$ cat src/rtl/lahs_pkg.sv
package lahs_pkg;

  localparam int unsigned PIX_W          = 7;
  localparam int unsigned LABEL_W        = 6;
  localparam int unsigned AREA_W         = 22;
  localparam int unsigned MAX_LABELS_DEF = 64;
  localparam int unsigned COUNT_BITS_DEF = 22;

  typedef struct packed {
    logic signed [PIX_W-1:0] pixel_label;
    logic                    last_pixel;
  } pixel_t;

  typedef struct packed {
    logic [LABEL_W-1:0] segment_label;
    logic [AREA_W-1:0]  segment_area;
    logic               last_result;
    logic               no_segments;
    logic               label_overflow;
  } result_t;

  typedef enum logic [2:0] {
    S_RUN,
    S_DRAIN,
    S_SCAN,
    S_TAIL,
    S_LOAD,
    S_WAIT,
    S_CLEAR
  } state_e;

  typedef struct packed {
    logic pix_en;
    logic scan_clr;
    logic scan_rd;
    logic load;
    logic rank_inc;
    logic clear;
  } cmd_t;

  typedef struct packed {
    logic any_label;
    logic scan_end;
    logic res_last;
  } sts_t;

endpackage

$ cat src/rtl/lahs_ctrl.sv
module lahs_ctrl (
  input  logic           clk_i,
  input  logic           rst_ni,
  input  logic           in_valid_i,
  input  logic           in_last_i,
  input  logic           out_ready_i,
  input  lahs_pkg::sts_t sts_i,
  output logic           in_ready_o,
  output logic           out_valid_o,
  output lahs_pkg::cmd_t cmd_o
);

  lahs_pkg::state_e state_q, state_d;

  always_ff @(posedge clk_i or negedge rst_ni) begin
    if (!rst_ni) begin
      state_q <= lahs_pkg::S_RUN;
    end else begin
      state_q <= state_d;
    end
  end

  always_comb begin
    state_d = state_q;
    unique case (state_q)
      lahs_pkg::S_RUN: begin
        if (in_valid_i && in_last_i) begin
          state_d = lahs_pkg::S_DRAIN;
        end
      end
      lahs_pkg::S_DRAIN: begin
        state_d = sts_i.any_label ? lahs_pkg::S_SCAN : lahs_pkg::S_LOAD;
      end
      lahs_pkg::S_SCAN: begin
        if (sts_i.scan_end) begin
          state_d = lahs_pkg::S_TAIL;
        end
      end
      lahs_pkg::S_TAIL: begin
        state_d = lahs_pkg::S_LOAD;
      end
      lahs_pkg::S_LOAD: begin
        state_d = lahs_pkg::S_WAIT;
      end
      lahs_pkg::S_WAIT: begin
        if (out_ready_i) begin
          state_d = sts_i.res_last ? lahs_pkg::S_CLEAR : lahs_pkg::S_SCAN;
        end
      end
      lahs_pkg::S_CLEAR: begin
        state_d = lahs_pkg::S_RUN;
      end
      default: begin
        state_d = lahs_pkg::S_RUN;
      end
    endcase
  end

  always_comb begin
    in_ready_o  = 1'b0;
    out_valid_o = 1'b0;
    cmd_o       = '0;
    unique case (state_q)
      lahs_pkg::S_RUN: begin
        in_ready_o    = 1'b1;
        cmd_o.pix_en  = in_valid_i;
      end
      lahs_pkg::S_DRAIN: begin
        cmd_o.scan_clr = 1'b1;
      end
      lahs_pkg::S_SCAN: begin
        cmd_o.scan_rd = 1'b1;
      end
      lahs_pkg::S_TAIL: begin
      end
      lahs_pkg::S_LOAD: begin
        cmd_o.load = 1'b1;
      end
      lahs_pkg::S_WAIT: begin
        out_valid_o = 1'b1;
        if (out_ready_i && !sts_i.res_last) begin
          cmd_o.rank_inc = 1'b1;
          cmd_o.scan_clr = 1'b1;
        end
      end
      lahs_pkg::S_CLEAR: begin
        cmd_o.clear = 1'b1;
      end
      default: begin
      end
    endcase
  end

endmodule

$ cat src/rtl/lahs_datapath.sv
module lahs_datapath #(
  parameter int unsigned MAX_LABELS = lahs_pkg::MAX_LABELS_DEF,
  parameter int unsigned COUNT_BITS = lahs_pkg::COUNT_BITS_DEF
) (
  input  logic              clk_i,
  input  logic              rst_ni,
  input  lahs_pkg::cmd_t    cmd_i,
  input  lahs_pkg::pixel_t  pix_i,
  output lahs_pkg::sts_t    sts_o,
  output lahs_pkg::result_t res_o
);

  localparam int unsigned AW = $clog2(MAX_LABELS);

  logic [COUNT_BITS-1:0] mem [MAX_LABELS];

  logic [lahs_pkg::PIX_W-1:0] lbl_u;
  logic                       lbl_pos;
  logic                       lbl_in_range;
  logic [AW-1:0]              lbl_a;
  logic [AW-1:0]              raddr;

  logic [COUNT_BITS-1:0] rdata_q;
  logic                  vld_r_q;
  logic                  emit_r_q;
  logic [MAX_LABELS-1:0] vld_q;
  logic [MAX_LABELS-1:0] emit_q;

  logic                  b_v_q;
  logic [AW-1:0]         b_addr_q;
  logic                  w_v_q;
  logic [AW-1:0]         w_addr_q;
  logic [COUNT_BITS-1:0] w_data_q;
  logic [COUNT_BITS-1:0] base;
  logic [COUNT_BITS-1:0] wdata;

  logic          any_q;
  logic [AW-1:0] largest_q;
  logic          ovf_q;

  logic [AW-1:0]         scan_addr_q;
  logic                  c_v_q;
  logic [AW-1:0]         c_addr_q;
  logic [AW-1:0]         rank_q;
  logic                  best_found_q;
  logic [COUNT_BITS-1:0] best_cnt_q;
  logic [AW-1:0]         best_addr_q;
  logic [COUNT_BITS-1:0] cnt;
  logic                  take;

  logic [lahs_pkg::AREA_W-1:0] area_sat;
  lahs_pkg::result_t           out_q;

  assign lbl_u        = pix_i.pixel_label;
  assign lbl_pos      = !lbl_u[lahs_pkg::PIX_W-1];
  assign lbl_in_range = lbl_pos && (lbl_u < lahs_pkg::PIX_W'(MAX_LABELS));
  assign lbl_a        = lbl_u[AW-1:0];
  assign raddr        = cmd_i.scan_rd ? scan_addr_q : lbl_a;

  // A write issued in the previous cycle is not yet visible at the read port.
  assign base  = (w_v_q && (w_addr_q == b_addr_q)) ? w_data_q :
                 (vld_r_q ? rdata_q : '0);
  assign wdata = (&base) ? base : base + 1'b1;

  assign cnt  = vld_r_q ? rdata_q : '0;
  assign take = c_v_q && !emit_r_q && (!best_found_q || (cnt > best_cnt_q));

  generate
    if (COUNT_BITS > lahs_pkg::AREA_W) begin : g_clamp
      assign area_sat = (|best_cnt_q[COUNT_BITS-1:lahs_pkg::AREA_W]) ? '1 :
                        best_cnt_q[lahs_pkg::AREA_W-1:0];
    end else begin : g_no_clamp
      assign area_sat = lahs_pkg::AREA_W'(best_cnt_q);
    end
  endgenerate

  always_ff @(posedge clk_i) begin
    rdata_q  <= mem[raddr];
    vld_r_q  <= vld_q[raddr];
    emit_r_q <= emit_q[raddr];
    if (b_v_q) begin
      mem[b_addr_q] <= wdata;
    end
  end

  always_ff @(posedge clk_i) begin
    b_addr_q <= lbl_a;
    w_addr_q <= b_addr_q;
    w_data_q <= wdata;
    c_addr_q <= scan_addr_q;
    if (take) begin
      best_cnt_q  <= cnt;
      best_addr_q <= c_addr_q;
    end
    if (cmd_i.load) begin
      out_q.segment_label  <= any_q ? lahs_pkg::LABEL_W'(best_addr_q) : '0;
      out_q.segment_area   <= any_q ? area_sat : '0;
      out_q.last_result    <= !any_q || (rank_q == largest_q);
      out_q.no_segments    <= !any_q;
      out_q.label_overflow <= ovf_q;
    end
  end

  always_ff @(posedge clk_i or negedge rst_ni) begin
    if (!rst_ni) begin
      b_v_q        <= 1'b0;
      w_v_q        <= 1'b0;
      vld_q        <= '0;
      emit_q       <= '0;
      any_q        <= 1'b0;
      largest_q    <= '0;
      ovf_q        <= 1'b0;
      scan_addr_q  <= '0;
      c_v_q        <= 1'b0;
      rank_q       <= '0;
      best_found_q <= 1'b0;
    end else begin
      b_v_q <= cmd_i.pix_en && lbl_in_range;
      w_v_q <= b_v_q;
      c_v_q <= cmd_i.scan_rd;
      if (b_v_q) begin
        vld_q[b_addr_q] <= 1'b1;
      end
      if (cmd_i.pix_en && lbl_in_range) begin
        any_q <= 1'b1;
        if (!any_q || (lbl_a > largest_q)) begin
          largest_q <= lbl_a;
        end
      end
      if (cmd_i.pix_en && lbl_pos && !lbl_in_range) begin
        ovf_q <= 1'b1;
      end
      if (cmd_i.scan_clr) begin
        scan_addr_q  <= '0;
        best_found_q <= 1'b0;
      end else begin
        if (cmd_i.scan_rd) begin
          scan_addr_q <= scan_addr_q + AW'(1);
        end
        if (take) begin
          best_found_q <= 1'b1;
        end
      end
      if (cmd_i.load && any_q) begin
        emit_q[best_addr_q] <= 1'b1;
      end
      if (cmd_i.rank_inc) begin
        rank_q <= rank_q + AW'(1);
      end
      if (cmd_i.clear) begin
        vld_q  <= '0;
        emit_q <= '0;
        any_q  <= 1'b0;
        ovf_q  <= 1'b0;
        rank_q <= '0;
      end
    end
  end

  assign sts_o.any_label = any_q;
  assign sts_o.scan_end  = (scan_addr_q == largest_q);
  assign sts_o.res_last  = out_q.last_result;
  assign res_o           = out_q;

endmodule

$ cat src/rtl/label_area_histogram_sort.sv
// Counts pixels per segment label over a label map, one pixel per cycle, and on
// the pixel marked last emits one transaction per label from 0 to the largest
// label seen, ordered by descending area with ties in ascending label order.
// Negative labels are skipped; labels at or above MAX_LABELS are dropped and
// reported through label_overflow on every result of the run. A map without
// any counted pixel yields a single result with no_segments set. Pixels are
// taken at one per cycle. After the last pixel, a drain step precedes ranking
// and a clear step follows the final result; each ranked result is found by
// one scan of labels 0 to the largest label seen and then waits for the
// consumer. The counts live in a memory with one read port and one write
// port that is scanned once per ranked result. Input is not accepted while a
// run is being ranked or emitted. The counts are cleared through per-label
// valid flags, so no clearing pass follows reset or a run.
module label_area_histogram_sort #(
  parameter int unsigned MAX_LABELS = lahs_pkg::MAX_LABELS_DEF,
  parameter int unsigned COUNT_BITS = lahs_pkg::COUNT_BITS_DEF
) (
  input  logic              clk_i,
  input  logic              rst_ni,
  input  logic              in_valid_i,
  output logic              in_ready_o,
  input  lahs_pkg::pixel_t  in_data_i,
  output logic              out_valid_o,
  input  logic              out_ready_i,
  output lahs_pkg::result_t out_data_o
);

  lahs_pkg::cmd_t cmd;
  lahs_pkg::sts_t sts;

  lahs_ctrl u_ctrl (
    .clk_i      (clk_i),
    .rst_ni     (rst_ni),
    .in_valid_i (in_valid_i),
    .in_last_i  (in_data_i.last_pixel),
    .out_ready_i(out_ready_i),
    .sts_i      (sts),
    .in_ready_o (in_ready_o),
    .out_valid_o(out_valid_o),
    .cmd_o      (cmd)
  );

  lahs_datapath #(
    .MAX_LABELS(MAX_LABELS),
    .COUNT_BITS(COUNT_BITS)
  ) u_datapath (
    .clk_i (clk_i),
    .rst_ni(rst_ni),
    .cmd_i (cmd),
    .pix_i (in_data_i),
    .sts_o (sts),
    .res_o (out_data_o)
  );

endmodule

$ cat config.mk
export PLATFORM = sky130hd
export DESIGN_NAME = label_area_histogram_sort
export DESIGN_NICKNAME = d
export VERILOG_FILES = /design/src/rtl/lahs_pkg.sv /design/src/rtl/lahs_ctrl.sv /design/src/rtl/lahs_datapath.sv /design/src/rtl/label_area_histogram_sort.sv
export SDC_FILE = /design/constraint.sdc
export NUM_CORES = 2
export LEC_CHECK = 0
export BUFFER_PORTS_ARGS = -buffer_cell sky130_fd_sc_hd__buf_2
export CAP_MARGIN = 0
export CORE_MARGIN = 2
export CORE_UTILIZATION = 60
export CTS_CLUSTER_DIAMETER = 60
export DETAILED_ROUTE_END_ITERATION = 10
export GPL_ROUTABILITY_DRIVEN = 0
export PLACE_DENSITY = 0.76
export SLEW_MARGIN = 20
export SYNTH_ARGS = -nofsm -noshare
export SYNTH_HDL_FRONTEND = slang
export SYNTH_SLANG_ARGS = --single-unit
$ cat constraint.sdc
create_clock -name clk_i -period 7 [get_ports clk_i]
set_input_delay 1.05 -clock clk_i [delete_from_list [all_inputs] [get_ports clk_i]]
set_output_delay 1.05 -clock clk_i [all_outputs]
set_load 0.05 [all_outputs]
==> flow_summary_export.csv <==
group,metric,value,unit
sta,finalCriticalPeriod,5.777,ns
floorplanning,dieArea,112600,sq um
clock_tree,cts_buffers,162,
critical_path,cp_max_fo,49,
floorplanning,rows,121,
placed_design,port_buffers,44,
critical_path,cp_num_buf_inv,1,
sta,grt_setup_unrepaired,"no",
clock_tree,ctsLongestPathBuffers,3,
clock_tree,cts.sinks,1686,
sta,relSlewSlack,0.2351,
floorplanning,start_util,0.6053,
sta,finalSetupViolCount,0,
logic_synthesis,ys_seq_area_frac,0.7458,
global_route,top_usage_layer,"met2",
route,avgRoutedWirePerCell,33.11,um
logic_synthesis,syn_avg_cell_area,19.46,sq um
sta,hold_viol,0,
critical_path,cpLargestDelayFamily,"simple AND/OR/NAND/NOR gates",
critical_path,slowest_stage,"nor2_1",
layout,syn_to_final_growth,12.18,%
sta,finClkSkew,0.03608,ns
logic_synthesis,synth_warnings,0,
critical_path,end_kind,"flip-flop",
global_route,grt_pass1_wl,243200,um
logic_synthesis,syn_area,65980,sq um
clock_tree,cts.repair.resized,0,
clock_tree,insertion_delay,0.79,ns
logic_synthesis,ys_ff_latch,1686,
sta,finalCritPeriodShare,0.8252,
global_route,grt_max_degree,106,
power,peakVddDrop,271.9,uV
critical_path,crit_path_max_incr_delay,0.81,ns
critical_path,start_kind,"flip-flop",
clock_tree,clockRootBuffer,"clkbuf_16",
power,finalPower,24.45,mW
logic_synthesis,synthCells,3390,
floorplanning,die_h,335.6,um
critical_path,cp_common_cell,"nand4_1",
status,outcome,"finished with violations",
clock_tree,ctsHoldBuffers,0,
global_route,gr-usage-all-layers,0.3038,
job,cap_violations,0,
route,vias,35260,
sta,tightestPinTransition,1.145,ns
clock_tree,htree_levels,4,
sta,fmax,173.1,MHz
placed_design,dp_hpwl,92940,um
critical_path,cp_cell_sequence,"xnor2_1, nand4_1, nor2_1, o21ai_0, ha_1, nand4_1, a21oi_1, or2_2, nand2_1, o211ai_1, xnor2_2, buf_4",
floorplanning,die_w,335.6,um
route,drc,2,
sta,finalWorstSetupSlack,1.223,ns
floorplanning,core,109000,sq um
critical_path,cp.required,7.49,ns
worst_hold_path,hold_class,"in -> async",
layout,final_common_cell,"edfxtp_1",
global_route,grt_overflow,0,
layout,layout_common_cells,"edfxtp_1, mux4_2, nor2_1",
power,p_leak,27.39,nW
route,routed_wl,168300,um
global_route,grt_pass1_vias,35530,
critical_path,critPathArrivalTime,6.27,ns
clock_tree,postCtsSetupRepairBufs,0,
logic_synthesis,syn_nets,3431,
logic_synthesis,synth_area_leader_cell,"edfxtp_1",
layout,utilization,0.6791,
logic_synthesis,yosys-top-cells-area,"edfxtp_1, mux4_2, dfrtp_1",
sta,whs,0.2701,ns
logic_synthesis,ys_types,69,
floorplanning,design.portCount,45,
logic_synthesis,ys_async_sr_fraction,0.09193,
route,drtAntennaViolNets,0,
global_route,use_met3,0.07623,
clock_tree,tritoncts,"done",
route,firstDrtPassIters,11,
critical_path,worst-r2r-setup-slack,1.22,ns
critical_path,path_class,"reg -> reg",
sta,fin_tns_setup,0,ns
route,via_per_inst,6.938,
layout,layout-drive-gt1-share,0.2426,
power,power_density,330.3,nW/um^2
route,dr.first_iter.drc_count,5014,
logic_synthesis,synth_top_area_frac,0.6676,
logic_synthesis,synth_edf_count,1467,
status,violations,"design-rule violations",
layout,fin_nets,3573,
global_route,use_met1,0.4043,
sta,slew_violations,0,
placed_design,post-place-ws,1.554,ns
global_route,antenna_found_initial,9,
logic_synthesis,ys.flop_type,"edfxtp_1",
layout,nFillCells,6518,
global_route,met2_usage,0.4768,
clock_tree,clkTransAtPathRegs,0.06,ns
-- metrics by stage --
stage	cell area, sq um	std cells
after CTS	73950	5078
after floorplan	65980	3390
after global placement	68590	4781
after global routing	74010	5079
after detailed placement	68590	4781
final	74020	5082
-- worst paths after layout --
kind / start / to / cells past startpoint
hold / removal: rst_ni / u_datapath.ovf_q / 1
setup reg to reg: u_datapath.b_addr_q[0] / u_datapath.mem[30][7] / 12
min in group clk_i: u_datapath.c_addr_q[1] / u_datapath.best_addr_q[1] / 0
hold reg to reg: u_datapath.c_addr_q[1] / u_datapath.best_addr_q[1] / 0
setup / recovery: u_datapath.b_addr_q[0] / u_datapath.mem[30][7] / 12
max in group asynchronous: rst_ni / u_datapath.vld_q[50] / 2
-- final cells by class --
type / count / area, sq um / share of cell area
multi-input combinational: 1485 / 16300 / 0.2202
inverter: 39 / 148.9 / 0.002012
antenna: 3 / 7.507 / 0.0001014
sequential: 1686 / 49210 / 0.6649
clock buffer: 207 / 4390 / 0.05931
timing repair buffer: 158 / 1219 / 0.01646
clock inverter: 90 / 973.4 / 0.01315
tap: 1414 / 1769 / 0.02390
-- synthesized netlist by cell type, types with 16 or more instances --
master       n
edfxtp_1  1467
o21ai_0     19
o22ai_1     97
mux2i_1    205
buf_2       52
inv_1       38
nor2_1     306
clkbuf_1    85
dfrtp_1    155
dfxtp_1     64
nand3_1     20
xnor2_1     25
xor2_1      18
nand4_1     20
a21oi_1     80
or4_1       24
mux4_2     384
nand2_1     51
buf_1       28
and2_1      27
and3_1      16
nor3_1      21
ha_1        29
-- cells by family (layout without fill, tap and decap cells) --
group                    after synthesis  after routing  synth area share
multiplexers                         596            596            0.1635
XOR/XNOR                              43             43          0.005708
AND/OR/NAND/NOR                      541            541           0.03872
buffers and inverters                219            494           0.01439
AO/OA/AOI/OAI                        275            275           0.02624
flip-flops                          1686           1686            0.7458
adder cells (fa/ha/maj)               30             30          0.005651
other                                  0              3                 0
-- power breakdown --
part	leakage, nW	internal (mW)	switching (mW)
Combinational	6.76	1.55	2.37
Sequential	18.0	11.4	0.277
Clock	2.61	5.11	3.69
Total	27.4	18.1	6.34
-- registers in the layout (all words and copies together) (netlist names) --
register	count
u_datapath.c_addr_q	6
u_datapath.vld_q	64
u_datapath.scan_addr_q	6
u_datapath.w_addr_q	6
u_datapath.w_data_q	22
u_datapath.rdata_q	22
u_datapath.ovf_q	1
u_datapath.res_o	31
u_datapath.emit_r_q	1
u_datapath.any_q	1
u_datapath.mem	1408
u_datapath.emit_q	64
u_datapath.b_v_q	1
u_ctrl.state_q	3
u_datapath.largest_q	6
u_datapath.vld_r_q	1
u_datapath.area_sat	22
u_datapath.rank_q	6
u_datapath.c_v_q	1
u_datapath.w_v_q	1
u_datapath.best_addr_q	6
u_datapath.best_found_q	1
u_datapath.b_addr_q	6
-- worst register-to-register path, cell delays in order, from the launching register on --
cell and delay (ns):
dfxtp_1 0.59, xnor2_1 0.21, nand4_1 0.57, nor2_1 0.81
o21ai_0 0.38, ha_1 0.36, nand4_1 0.13, a21oi_1 0.07
or2_2 0.37, nand2_1 0.43, o211ai_1 0.24, xnor2_2 0.72
buf_4 0.57
-- per-layer routing --
layer  vias to the layer above  routed length, um
met4                         6               8651
met3                       512              19650
met1                     18280              59120
met5                         -                 46
li1                      14010                  -
met2                      2458              80810
Note: power is estimated with default switching activity, not from simulation.
